--- src/rtl/core/cqd_pkg.sv ---
`timescale 1ns / 1ps
// ----------------------------------------------------------------------------
// cqd_pkg: shared types and constants for the coefficient quantizer core
// Widths, register indexes, controller states and the command bundle
// passed from the controller to the datapath.
// ----------------------------------------------------------------------------
package cqd_pkg;

  localparam int SAMPLE_W = 16;
  localparam int STEP_W   = 16;
  localparam int COUNT_W  = 32;
  localparam int CFG_IDX_W = 2;

  // Restoring divider: dividend 2|x| (+q), divisor 2q
  localparam int DIV_N_W  = SAMPLE_W + 2;   // dividend / quotient bits
  localparam int DIV_D_W  = STEP_W + 1;     // divisor bits
  localparam int DIV_STEPS = DIV_N_W;
  localparam int ITER_W   = $clog2(DIV_STEPS);

  localparam int PROD_W   = (SAMPLE_W + 2) + STEP_W;  // (2|i|+1) * q
  localparam int MAG_W    = SAMPLE_W + 1;

  localparam int IN_DATA_W  = 16;
  localparam int OUT_DATA_W = 48;
  localparam int OUT_USER_W = 1;

  localparam logic [CFG_IDX_W-1:0] CFG_DIRECTION = 2'd0;
  localparam logic [CFG_IDX_W-1:0] CFG_METHOD    = 2'd1;
  localparam logic [CFG_IDX_W-1:0] CFG_STEP      = 2'd2;

  localparam logic DIR_QUANT   = 1'b0;
  localparam logic DIR_DEQUANT = 1'b1;
  localparam logic METHOD_DEADZONE = 1'b0;
  localparam logic METHOD_MIDTREAD = 1'b1;

  localparam logic [STEP_W-1:0] STEP_RESET = 16'd16;

  typedef enum logic [1:0] {
    ST_IDLE,
    ST_DIV,
    ST_MUL,
    ST_DONE
  } state_t;

  typedef struct packed {
    logic load;      // capture a new sample
    logic div_step;  // one restoring divide iteration
    logic mul;       // register the dequantize product
    logic finish;    // clip and write the output register
  } dp_cmd_t;

endpackage

--- src/rtl/core/coefficient_quantizer_dequantizer_core.sv ---
`timescale 1ns / 1ps
// ----------------------------------------------------------------------------
// coefficient_quantizer_dequantizer_core: deadzone / mid-tread quantizer
// Streams transform coefficients in and quantization indices out, or the
// reverse, under a direction, method and step size held in registers.
// ----------------------------------------------------------------------------
// Usage:
//   in_*  : one signed 16-bit sample per transfer (coefficient or index).
//   out_* : one result per input; tdata carries the 16-bit result and the
//           running count of nonzero indices, tuser flags a clipped result or a quantize with step 0.
//   cfg_* : write-only registers 0 direction, 1 method, 2 step size; write
//           them only while the core is idle.
// Timing:
//   Quantize runs an 18-step bit-serial restoring divider and then writes the
//   output register; a new sample is taken only once the previous one has
//   reached the output register. Dequantize uses one registered multiply.
//   The core holds one sample in flight; the output register lets the next
//   sample enter while the previous result waits. If the receiver stalls,
//   the next result waits in the datapath and in_tready stays low.
// Reset: rst_n (synchronous) clears the controller, the nonzero counter and
//   the registers to direction 0, deadzone, step 16.
// ----------------------------------------------------------------------------
module coefficient_quantizer_dequantizer_core
  import cqd_pkg::*;
(
  input  logic                  clk,
  input  logic                  rst_n,
  input  logic                  in_tvalid,
  output logic                  in_tready,
  input  logic [IN_DATA_W-1:0]  in_tdata,    // [15:0] sample_in
  output logic                  out_tvalid,
  input  logic                  out_tready,
  output logic [OUT_DATA_W-1:0] out_tdata,   // [15:0] sample_out, [47:16] nonzero_total
  output logic [OUT_USER_W-1:0] out_tuser,   // [0] saturated
  input  logic                  cfg_we,
  input  logic [CFG_IDX_W-1:0]  cfg_index,
  input  logic [STEP_W-1:0]     cfg_wdata
);

  logic              direction_r;
  logic              method_r;
  logic [STEP_W-1:0] step_r;
  dp_cmd_t           cmd;

  always_ff @(posedge clk) begin
    if (!rst_n) begin
      direction_r <= DIR_QUANT;
      method_r    <= METHOD_DEADZONE;
      step_r      <= STEP_RESET;
    end else if (cfg_we) begin
      case (cfg_index)
        CFG_DIRECTION: direction_r <= cfg_wdata[0];
        CFG_METHOD:    method_r    <= cfg_wdata[0];
        CFG_STEP:      step_r      <= cfg_wdata;
        default:       ;
      endcase
    end
  end

  cqd_ctrl u_ctrl (
    .clk        (clk),
    .rst_n      (rst_n),
    .direction  (direction_r),
    .in_tvalid  (in_tvalid),
    .in_tready  (in_tready),
    .out_tvalid (out_tvalid),
    .out_tready (out_tready),
    .cmd        (cmd)
  );

  cqd_datapath u_datapath (
    .clk          (clk),
    .rst_n        (rst_n),
    .cmd          (cmd),
    .direction    (direction_r),
    .quant_method (method_r),
    .step_size    (step_r),
    .in_tdata     (in_tdata),
    .out_tdata    (out_tdata),
    .out_tuser    (out_tuser)
  );

endmodule

--- src/rtl/core/cqd_ctrl.sv ---
`timescale 1ns / 1ps
// ----------------------------------------------------------------------------
// cqd_ctrl: sequencing controller
// Walks one sample through load, divide or multiply, and output write, and
// owns the handshake flags of both stream channels.
// ----------------------------------------------------------------------------
module cqd_ctrl
  import cqd_pkg::*;
(
  input  logic    clk,
  input  logic    rst_n,
  input  logic    direction,
  input  logic    in_tvalid,
  output logic    in_tready,
  output logic    out_tvalid,
  input  logic    out_tready,
  output dp_cmd_t cmd
);

  state_t            state_r, state_nxt;
  logic [ITER_W-1:0] iter_r, iter_nxt;
  logic              out_valid_r, out_valid_nxt;
  logic              slot_free;

  assign slot_free  = !out_valid_r || out_tready;
  assign in_tready  = (state_r == ST_IDLE);
  assign out_tvalid = out_valid_r;

  always_comb begin
    state_nxt = state_r;
    iter_nxt  = iter_r;
    case (state_r)
      ST_IDLE: begin
        iter_nxt = '0;
        if (in_tvalid) begin
          state_nxt = (direction == DIR_DEQUANT) ? ST_MUL : ST_DIV;
        end
      end
      ST_DIV: begin
        iter_nxt = iter_r + 1'b1;
        if (iter_r == ITER_W'(DIV_STEPS - 1)) begin
          state_nxt = ST_DONE;
        end
      end
      ST_MUL: begin
        state_nxt = ST_DONE;
      end
      ST_DONE: begin
        if (slot_free) begin
          state_nxt = ST_IDLE;
        end
      end
      default: begin
        state_nxt = ST_IDLE;
      end
    endcase
  end

  always_comb begin
    cmd = '0;
    case (state_r)
      ST_IDLE: cmd.load     = in_tvalid;
      ST_DIV:  cmd.div_step = 1'b1;
      ST_MUL:  cmd.mul      = 1'b1;
      ST_DONE: cmd.finish   = slot_free;
      default: cmd = '0;
    endcase
  end

  always_comb begin
    out_valid_nxt = out_valid_r;
    if (out_tready) begin
      out_valid_nxt = 1'b0;
    end
    if (cmd.finish) begin
      out_valid_nxt = 1'b1;
    end
  end

  always_ff @(posedge clk) begin
    if (!rst_n) begin
      state_r     <= ST_IDLE;
      iter_r      <= '0;
      out_valid_r <= 1'b0;
    end else begin
      state_r     <= state_nxt;
      iter_r      <= iter_nxt;
      out_valid_r <= out_valid_nxt;
    end
  end

endmodule

--- src/rtl/core/cqd_datapath.sv ---
`timescale 1ns / 1ps
// ----------------------------------------------------------------------------
// cqd_datapath: quantizer / dequantizer arithmetic
// Bit-serial restoring divider for quantizing, one registered multiply for
// dequantizing, 16-bit clipping, nonzero counter and the output register.
// ----------------------------------------------------------------------------
module cqd_datapath
  import cqd_pkg::*;
(
  input  logic                  clk,
  input  logic                  rst_n,
  input  dp_cmd_t               cmd,
  input  logic                  direction,
  input  logic                  quant_method,
  input  logic [STEP_W-1:0]     step_size,
  input  logic [IN_DATA_W-1:0]  in_tdata,   // [15:0] sample_in
  output logic [OUT_DATA_W-1:0] out_tdata,  // [15:0] sample_out, [47:16] nonzero_total
  output logic [OUT_USER_W-1:0] out_tuser   // [0] saturated
);

  localparam int WIDE_W = PROD_W + 1;

  logic                neg_r;
  logic [MAG_W-1:0]    mag_r;
  logic [DIV_N_W-1:0]  num_r;   // dividend, shifts into quotient
  logic [DIV_D_W-1:0]  den_r;
  logic [DIV_D_W-1:0]  rem_r;
  logic [PROD_W-1:0]   prod_r;
  logic [COUNT_W-1:0]  count_r, count_nxt;
  logic [SAMPLE_W-1:0] res_r;
  logic                sat_r;

  logic                in_neg;
  logic [MAG_W-1:0]    in_mag;
  logic [DIV_N_W-1:0]  num_load;

  logic [DIV_N_W-1:0]  shifted;
  logic [DIV_N_W:0]    trial;
  logic                q_bit;

  logic [DIV_N_W-1:0]  mul_a;

  logic                step_zero;
  logic [WIDE_W-1:0]   m;
  logic                m_nonzero;
  logic                res_neg;
  logic                clip;
  logic [SAMPLE_W-1:0] res_val;
  logic                sat_val;

  // Sign and magnitude of the incoming sample
  assign in_neg   = in_tdata[SAMPLE_W-1];
  assign in_mag   = in_neg ? (MAG_W'(0) - {1'b1, in_tdata[SAMPLE_W-1:0]})
                           : {1'b0, in_tdata[SAMPLE_W-1:0]};
  // deadzone: 2|x| / 2q, mid-tread: (2|x| + q) / 2q
  assign num_load = {in_mag, 1'b0} +
                    ((quant_method == METHOD_MIDTREAD) ? DIV_N_W'(step_size) : '0);

  // Restoring divide step
  assign shifted = {rem_r, num_r[DIV_N_W-1]};
  assign trial   = {1'b0, shifted} - {2'b00, den_r};
  assign q_bit   = !trial[DIV_N_W];

  // Dequantize multiplicand: deadzone (2|i|+1), mid-tread |i|
  assign mul_a = (quant_method == METHOD_MIDTREAD) ? {1'b0, mag_r} : {mag_r, 1'b1};

  always_ff @(posedge clk) begin
    if (cmd.load) begin
      neg_r <= in_neg;
      mag_r <= in_mag;
      num_r <= num_load;
      den_r <= {step_size, 1'b0};
      rem_r <= '0;
    end else if (cmd.div_step) begin
      num_r <= {num_r[DIV_N_W-2:0], q_bit};
      rem_r <= q_bit ? trial[DIV_D_W-1:0] : shifted[DIV_D_W-1:0];
    end
    if (cmd.mul) begin
      prod_r <= mul_a * step_size;
    end
  end

  // Result magnitude and clipping
  assign step_zero = (step_size == '0);

  always_comb begin
    if (direction == DIR_QUANT) begin
      if (step_zero) begin
        m = neg_r ? WIDE_W'(32768) : WIDE_W'(32767);
      end else begin
        m = WIDE_W'(num_r);
      end
    end else if (quant_method == METHOD_MIDTREAD) begin
      m = {1'b0, prod_r};
    end else if (mag_r == '0) begin
      m = '0;
    end else begin
      m = ({1'b0, prod_r} + WIDE_W'(1)) >> 1;   // round half away from zero
    end
  end

  assign m_nonzero = (m != '0);
  assign res_neg   = neg_r && m_nonzero;
  assign clip      = res_neg ? (m > WIDE_W'(32768)) : (m > WIDE_W'(32767));

  always_comb begin
    if (clip) begin
      res_val = res_neg ? 16'h8000 : 16'h7FFF;
    end else if (res_neg) begin
      res_val = SAMPLE_W'(0) - m[SAMPLE_W-1:0];
    end else begin
      res_val = m[SAMPLE_W-1:0];
    end
    sat_val = clip || ((direction == DIR_QUANT) && step_zero);
  end

  always_comb begin
    count_nxt = count_r;
    if ((direction == DIR_QUANT) && m_nonzero && (count_r != '1)) begin
      count_nxt = count_r + 1'b1;
    end
  end

  always_ff @(posedge clk) begin
    if (!rst_n) begin
      count_r <= '0;
    end else if (cmd.finish) begin
      count_r <= count_nxt;
    end
  end

  always_ff @(posedge clk) begin
    if (cmd.finish) begin
      res_r <= res_val;
      sat_r <= sat_val;
    end
  end

  assign out_tdata = {count_r, res_r};
  assign out_tuser = sat_r;

endmodule
--- config.mk ---
export PLATFORM = sky130hd
export DESIGN_NAME = coefficient_quantizer_dequantizer_core
export DESIGN_NICKNAME = d
export VERILOG_FILES = /design/src/rtl/core/cqd_pkg.sv /design/src/rtl/core/coefficient_quantizer_dequantizer_core.sv /design/src/rtl/core/cqd_ctrl.sv /design/src/rtl/core/cqd_datapath.sv
export SDC_FILE = /design/constraint.sdc
export NUM_CORES = 1
export LEC_CHECK = 0
export ABC_CLOCK_PERIOD_IN_PS = 15600
export BUFFER_PORTS_ARGS = -buffer_cell sky130_fd_sc_hd__buf_2
export CAP_MARGIN = 10
export CORE_MARGIN = 4
export CORE_UTILIZATION = 67
export CTS_CLUSTER_DIAMETER = 80
export CTS_CLUSTER_SIZE = 12
export DETAILED_ROUTE_END_ITERATION = 16
export HOLD_SLACK_MARGIN = 0.03
export PLACE_DENSITY = 0.86
export SLEW_MARGIN = 20
export SYNTH_ARGS = -nofsm -noshare
export SYNTH_HDL_FRONTEND = slang
export SYNTH_SLANG_ARGS = --single-unit
--- constraint.sdc ---
create_clock -name clk -period 15.6 [get_ports clk]
set_input_delay 4.68 -clock clk [delete_from_list [all_inputs] [get_ports clk]]
set_output_delay 4.68 -clock clk [all_outputs]
set_load 0.03 [all_outputs]
==> flow_summary_export.csv, run 1 <==
group,metric,value,unit
yosys,synthMuxAreaShare,2.07,%
clocking,htree_levels,4,
min_path,min_from,"u_datapath.count_r[17]$_SDFFE_PN0P_",
sta,relSlewSlack,29.1,%
floorplanning,die_h,182,um
detailed_routing,wl,53700,um
clocking,cts_hold_buf,0,
finish,register_area,0.00460,mm^2
sta,fmax,129,MHz
sta,timing.final.crit_share,49.6,%
setup_path,worstRegToRegCells,24,
yosys,synth_top_family_by_area,"adder cells",
yosys,synth_enable_flop_cells,103,
floorplanning,die_area,0.0330,mm^2
floorplanning,core.rowCount,63,
setup_path,critPathArrivalTime,7.94,ns
clocking,clock-sinks,178,
global_route,grt_usage,32.7,%
min_path,worstHoldPathType,"flop to flop",
setup_path,r2r_setup_slack,7.86,ns
floorplanning,ios,90,
global_route,grt_pass1_vias,17102,
detailed_routing,vias,17007,
yosys,synth_compound_area_share,12.3,%
yosys,synth_fp_nets,2685,
yosys,syn_inst,2274,
detailed_routing,drtIter0Drc,1538,
finish,nNetsFinal,2714,
yosys,synth_xor_area_share,3.64,%
setup_path,cp-start-kind,"flop",
clocking,cts_setup_buffers,0,
clocking,clk_pin_slew,0.07,ns
setup_path,worstPathCellList,"buf_4 > mux2_2 > and2_1 > fa_1 > inv_1 > fa_1 > fa_1 > fa_1 > inv_1 > fa_1 > inv_1 > fa_1 > inv_1 > ha_1 > a21o_1 > a21o_1 > a21oi_1 > o21ai_0 > a21oi_1 > o21ai_0 > a2111oi_0 > o31ai_1 > a21oi_1 > xnor2_1",
setup_path,max_stage_delay,0.65,ns
pwr,peakVddDrop,0.0000716,V
setup_path,crit_path_end_kind,"flop",
setup_path,crit_top_cell,"fa_1",
place,portBuffers,89,
sta,finalSetupTns,0,ns
detailed_routing,vias_per_cell,6.29,
yosys,yosys_warnings,0,
yosys,async_flop_share,0,%
finish,insertedDiodeCount,0,
clocking,post_cts_resized,0,
floorplanning,core_region_area,0.0297,mm^2
yosys,synthAdderAreaFrac,31.4,%
pwr,power,0.00251,W
place,postPlaceCellArea,0.0209,mm^2
global_route,overflow,0,
sta,setup_violations,0,
status,status,"completed",
yosys,synth-simple-area-share,19.8,%
place,dp_hpwl,39900,um
sta,skew,0.0106,ns
detailed_routing,wl_per_cell,19.9,um
floorplanning,die_width,182,um
yosys,synth_area,0.0202,mm^2
clocking,clock_path_buffers,2,
setup_path,cp_slowest_cell,"a2111oi_0",
min_path,holdPathStages,2,
setup_path,crit_type,"flop to flop",
clocking,cts-root-buf,"clkbuf_16",
clocking,clkLatencyLatePin,0.44,ns
sta,tightest_slew,1.06,ns
setup_path,timing.rr.start,"method_r$_SDFFE_PN0P_",
sta,slew_violations,0,
floorplanning,start_util,68.0,%
place,gp_congestion,0.960,
finish,utilization,72.6,%
sta,hold_slack,0.494,ns
finish,syn_to_final_growth,6.67,%
pwr,power_leakage,9.61,nW
sta,rsz0062_at_grt,"no",
global_route,grt_pass1_wl,86900,um
setup_path,critPathMaxFanout,58,
setup_path,crit_required,15.80,ns
sta,hold_violations,0,
global_route,grt_max_degree,60,
finish,final_cell_area,0.0216,mm^2
clocking,cts_tree,"built",
yosys,ys_ff_latch,178,
sta,fin_crit,7.74,ns
yosys,ys_seq_area_share,22.7,%
finish,n_fill_cell,2218,
detailed_routing,drc,0,
yosys,ys_types,85,
detailed_routing,antenna_left,0,
flow_run,drv_cap,0,
setup_path,crit_start,"method_r$_SDFFE_PN0P_",
finish,multi_input_comb_area,0.0140,mm^2
pwr,power.density,117,mW/mm^2
yosys,ys_dominant_reg_cell,"edfxtp_1",
detailed_routing,firstDrtPassIters,6,
clocking,numCtsBuffers,17,
yosys,avgSynthCellArea,8.89,um^2
global_route,antenna_found_initial,1,
finish,layout-drive-gt1-share,8.38,%
sequential cells by signal (all words and copies together) (netlist names), 2 cells and up:
register,cells
step_r,16
u_ctrl.iter_r,5
u_ctrl.state_r,2
u_datapath.count_r,32
u_datapath.den_r,16
u_datapath.mag_r,17
u_datapath.num_r,18
u_datapath.prod_r,34
u_datapath.rem_r,17
u_datapath.res_r,16
layout by cell type, fill, tap and decap left out, types with 18 or more instances in the layout:
cell	count
xnor2_1	48
buf_2	89
or4_1	20
a21o_1	18
xor2_1	36
ha_1	148
and2_1	158
mux2_2	22
clkbuf_16	20
edfxtp_1	103
nand3_1	47
nand4_1	22
nand2_1	302
fa_1	224
nor2_1	88
inv_1	319
o21ai_0	93
buf_4	20
nor3_1	30
o31ai_1	26
or3_1	27
a21oi_1	109
dfxtp_1	74
stage by stage:
stage,setup slack (ns),cells
floorplan,7.71,2274
global placement,7.52,2672
detailed placement,7.44,2672
CTS,7.89,2703
global route,7.41,2705
finish,7.86,2705
kinds of logic (layout without fill, tap and decap cells):
| group | count (synthesis) | count (layout) |
|---|---|---|
| xor+xnor | 84 | 84 |
| mux | 39 | 39 |
| buf+inv | 422 | 463 |
| compound gates | 388 | 388 |
| flops | 178 | 178 |
| fa+ha+maj | 373 | 373 |
| simple gates | 789 | 789 |
| other cells | 1 | 1 |
worst max-delay path: cells and delay by family, from the launching register on:
family          cells  cell delay, ns
mux                 1            0.57
buf+inv             5            0.69
xor+xnor            1            0.08
flops               1            0.31
compound gates      9            2.17
fa+ha+maj           7            3.43
simple gates        1            0.24
path summary, 6_finish.rpt:
| check | endpoint |
|---|---|
| setup reg to reg | u_datapath.prod_r[32]$_DFFE_PN_ |
| hold reg to reg | u_datapath.count_r[17]$_SDFFE_PN0P_ |
| setup / recovery | u_datapath.prod_r[32]$_DFFE_PN_ |
| hold / removal | u_datapath.count_r[17]$_SDFFE_PN0P_ |
per-layer routing:
metal  up-vias  wire (um)  share of wire, %  global-route usage, %
met3       177       4700               8.7                   5.11
met5         -         12             0.022                      0
met2       835      25700                48                   53.6
li1       7678          -                 -                      -
met4         2       2860               5.3                   16.7
met1      8315      20400                38                   42.4
layout make-up:
class / instances / share of cell area (%)
Multi-Input combinational cell: 1674 / 65.0
Clock inverter: 10 / 0.516
Tap cell: 390 / 2.26
Clock buffer: 21 / 2.34
Inverter: 321 / 5.59
Timing Repair Buffer: 111 / 2.96
Sequential cell: 178 / 21.3
report_power, final:
part	leakage [nW]	total, W	internal (W)	switching (W)
combinational	7.72	0.00132	0.000483	0.000835
clock	0.305	0.000446	0.000252	0.000194
sequential	1.58	0.000750	0.000650	0.000100
synthesized netlist by cell type, types with 4 or more instances:
cell / count / area (um^2)
a22oi_1: 4 / 30.0
xor2_1: 36 / 315
or4_1: 20 / 150
nor2b_1: 10 / 62.6
and2_1: 158 / 988
xnor2_1: 48 / 420
o21bai_1: 6 / 45.0
nor2_1: 88 / 330
o311a_1: 4 / 40.0
a21oi_1: 109 / 546
or2_2: 7 / 43.8
o21ai_0: 93 / 465
nand2b_1: 13 / 81.3
a221oi_1: 8 / 70.1
nor4_1: 17 / 106
and3_1: 17 / 106
o21a_1: 13 / 97.6
o31ai_1: 26 / 195
nand2_1: 302 / 1130
o21ai_1: 4 / 20.0
clkbuf_1: 84 / 315
edfxtp_1: 103 / 3090
nor3b_1: 6 / 45.0
or3_1: 27 / 169
a41oi_1: 4 / 35.0
dfxtp_1: 75 / 1500
a211o_1: 5 / 43.8
buf_1: 4 / 15.0
ha_1: 148 / 1850
a31oi_1: 14 / 87.6
fa_1: 224 / 4480
nor3_1: 30 / 150
and4_1: 7 / 61.3
a211oi_1: 10 / 75.1
a31o_2: 5 / 43.8
nand3_1: 47 / 235
a21o_1: 18 / 135
inv_1: 319 / 1200
nand4_1: 22 / 138
o221ai_1: 7 / 61.3
mux2i_1: 17 / 170
mux2_2: 22 / 248
o211ai_1: 15 / 113
o22ai_1: 7 / 43.8
buf_2: 7 / 35.0
Power figures use the tool's default switching activity.
==> inputs of run 2 (changes only) <==
--- a/config.mk
+++ b/config.mk
@@ -5,16 +5,17 @@
 export SDC_FILE = /design/constraint.sdc
 export NUM_CORES = 1
 export LEC_CHECK = 0
-export ABC_CLOCK_PERIOD_IN_PS = 15600
+export ABC_AREA = 1
+export ABC_CLOCK_PERIOD_IN_PS = 6760
 export BUFFER_PORTS_ARGS = -buffer_cell sky130_fd_sc_hd__buf_2
 export CAP_MARGIN = 10
 export CORE_MARGIN = 4
-export CORE_UTILIZATION = 67
+export CORE_UTILIZATION = 58
 export CTS_CLUSTER_DIAMETER = 80
 export CTS_CLUSTER_SIZE = 12
 export DETAILED_ROUTE_END_ITERATION = 16
 export HOLD_SLACK_MARGIN = 0.03
-export PLACE_DENSITY = 0.86
+export PLACE_DENSITY = 0.79
 export SLEW_MARGIN = 20
 export SYNTH_ARGS = -nofsm -noshare
 export SYNTH_HDL_FRONTEND = slang
==> constraint.sdc (replaced) <==
create_clock -name clk -period 6.76 [get_ports clk]
set_input_delay 2.028 -clock clk [delete_from_list [all_inputs] [get_ports clk]]
set_output_delay 2.028 -clock clk [all_outputs]
set_load 0.03 [all_outputs]
==> flow_summary_export.csv, run 2 <==
group,metric,value,unit
detailed_routing,wl,61800,um
setup_path,crit_required,6.96,ns
pwr,peakVddDrop,0.000296,V
finish,layout-drive-gt1-share,9.24,%
sta,finalWorstSetupSlack,0.250,ns
floorplanning,ios,90,
global_route,grt_pass1_wl,99900,um
status,status,"completed",
sta,skew,0.0141,ns
clocking,cts-root-buf,"clkbuf_16",
setup_path,r2r_setup_slack,0.25,ns
global_route,grt_pass1_vias,18890,
clocking,clk_pin_slew,0.08,ns
sta,hold_violations,0,
detailed_routing,drc,0,
finish,mostFrequentLayoutCells,"650 x nand2_1, 470 x inv_1, 308 x nor2_1",
clocking,clkLatencyLatePin,0.46,ns
clocking,numCtsBuffers,17,
yosys,synth_top_area_share,21.4,%
clocking,cts_tree,"built",
finish,insertedDiodeCount,0,
yosys,synth_area,0.0209,mm^2
detailed_routing,vias_per_cell,5.65,
detailed_routing,wl_per_cell,18.5,um
sta,fin_crit,6.51,ns
setup_path,timing.rr.start,"method_r$_SDFFE_PN0P_",
finish,reg_top3,"u_datapath.prod_r: 34 flops, u_datapath.count_r: 32 flops, u_datapath.num_r: 18 flops",
sta,setup_violations,0,
global_route,grt_max_degree,54,
yosys,synth_area_leaders,"fa_1 21%, edfxtp_1 15%, nand2_1 12%",
setup_path,r2r-end,"u_datapath.prod_r[29]$_DFFE_PN_",
clocking,clock_path_buffers,2,
yosys,ys_ff_latch,178,
min_path,worstHoldPathType,"flop to flop",
sta,tightest_slew,1.10,ns
global_route,grt_usage,32.3,%
sta,slew_violations,0,
yosys,async_flop_share,0,%
yosys,yosys_warnings,0,
place,portBuffers,89,
setup_path,crit_start,"method_r$_SDFFE_PN0P_",
place,dp_hpwl,49500,um
clocking,cts_hold_buf,0,
finish,utilization,64.2,%
setup_path,critPathMaxFanout,14,
floorplanning,core.rowCount,69,
pwr,power.density,339,mW/mm^2
detailed_routing,antenna_left,0,
floorplanning,die_h,198,um
finish,final_common_cell,"nand2_1",
floorplanning,start_util,58.9,%
clocking,clock-sinks,178,
setup_path,crit_path_end_kind,"flop",
yosys,ys_types,53,
setup_path,crit_type,"flop to flop",
floorplanning,core_region_area,0.0356,mm^2
floorplanning,die_width,198,um
yosys,synth.most_common_cell,"nand2_1",
floorplanning,die_area,0.0392,mm^2
detailed_routing,firstDrtPassIters,8,
sta,relSlewSlack,26.7,%
yosys,synth_enable_flop_cells,103,
sta,rsz0062_at_grt,"yes",
yosys,synth_top_area_cell,"fa_1",
finish,top_register,"u_datapath.prod_r",
clocking,htree_levels,4,
setup_path,critPathCapture,"u_datapath.prod_r[29]$_DFFE_PN_",
pwr,power_leakage,11.2,nW
yosys,avgSynthCellArea,7.58,um^2
place,gp_congestion,1.01,
finish,largest_reg_flops,34,
yosys,synth_fp_nets,3173,
place,preCtsSetupSlack,0.0799,ns
sta,fmax,154,MHz
setup_path,worstRegToRegCells,26,
flow_run,drv_cap,0,
detailed_routing,vias,18864,
finish,n_fill_cell,3110,
setup_path,cp-start-kind,"flop",
yosys,ys_dominant_reg_cell,"edfxtp_1",
detailed_routing,drtIter0Drc,1694,
setup_path,critPathArrivalTime,6.71,ns
finish,syn_to_final_growth,9.00,%
finish,nNetsFinal,3277,
global_route,overflow,0,
sta,timing.final.crit_share,96.3,%
sta,finalSetupTns,0,ns
yosys,ys_seq_area_share,21.9,%
global_route,antenna_found_initial,0,
yosys,ys_top_cells_by_count,"652 x nand2_1, 475 x inv_1, 308 x nor2_1, 224 x fa_1, 149 x a21oi_1",
yosys,syn_inst,2762,
## run 2: power by group
group | switching [W] | internal, W
logic | 0.00316 | 0.00173
clock network | 0.000499 | 0.000526
registers | 0.000228 | 0.00159
total | 0.00388 | 0.00385
## run 2: timing repair
| item | in CTS | in global routing |
|---|---|---|
| buffers inserted | 0 | 3 |
| endpoints found under the setup margin | 0 | 13 |
| gates resized for setup | 0 | 25 |
## run 2: area by class of cell
class	instances	area [um^2]	area share, %
Multi-Input combinational cell	2008	14100	62.0
Sequential cell	178	4600	20.1
Inverter	493	1860	8.14
Timing Repair Buffer	168	1060	4.66
Tap cell	461	577	2.53
Clock buffer	17	425	1.86
Clock inverter	15	164	0.718
## run 2: critical path: stages (launching register included)
cell,delay [ns]
dfxtp_4,0.38
inv_1,0.10
buf_4,0.21
nand2_1,0.08
nand2_1,0.19
clkinv_1,0.19
buf_4,0.21
nand2_1,0.07
fa_1,0.41
inv_1,0.09
fa_1,0.43
fa_1,0.48
fa_1,0.52
fa_1,0.55
inv_1,0.07
fa_1,0.60
inv_1,0.08
ha_1,0.37
a21oi_1,0.16
inv_1,0.08
a31oi_2,0.18
o21ai_1,0.13
a21boi_1,0.24
o21ai_1,0.12
nand2_1,0.08
nand2_1,0.06
xor2_1,0.15
## run 2: cells by family (layout without fill, tap and decap cells)
kind of cell               after synthesis  count (layout)  synth area share (%)
DFF                                    178             178                  21.9
other                                    1               1                0.0179
AOI/OAI and AO/OA                      318             318                  8.37
and+or+nand+nor                       1206            1206                  24.1
adders and majority gates              372             372                  30.2
buffers and inverters                  576             693                  10.7
xor gates and xnor gates               111             111                  4.64
## run 2: worst min path at each step
stage	startpoint	end	slack, ns	cells after the start
finish	u_ctrl.iter_r[4]$_SDFFE_PN0P_	u_ctrl.iter_r[4]$_SDFFE_PN0P_	0.47	2
global route	u_datapath.rem_r[14]$_SDFFE_PP0P_	u_datapath.rem_r[14]$_SDFFE_PP0P_	0.50	2
CTS	u_ctrl.iter_r[4]$_SDFFE_PN0P_	u_ctrl.iter_r[4]$_SDFFE_PN0P_	0.47	2
detailed placement	u_ctrl.iter_r[4]$_SDFFE_PN0P_	u_ctrl.iter_r[4]$_SDFFE_PN0P_	0.46	2
global placement	step_r[9]$_SDFFE_PN0P_	u_datapath.den_r[10]$_DFFE_PP_	0.46	0
floorplan	step_r[9]$_SDFFE_PN0P_	u_datapath.den_r[10]$_DFFE_PP_	0.40	0
## run 2: layer usage
layer,global-route usage (%),up-vias,share of wire (%),wire [um]
met5,0,-,0,0
met4,12.8,0,4.2,2590
met3,5.36,142,8.6,5290
met2,53.4,863,47,29300
met1,42.7,8999,40,24600
li1,-,8860,-,-
## run 2: metrics by stage
stage	std cells	hold slack [ns]	area, um^2	power, W
2_1_floorplan	2762	0.403	21000	0.00515
3_3_place_gp	3305	0.456	22200	0.00652
3_5_place_dp	3305	0.464	22200	0.00663
4_1_cts	3337	0.475	22800	0.00769
5_1_grt	3340	0.496	22800	0.00845
6_report	3340	0.473	22800	0.00773
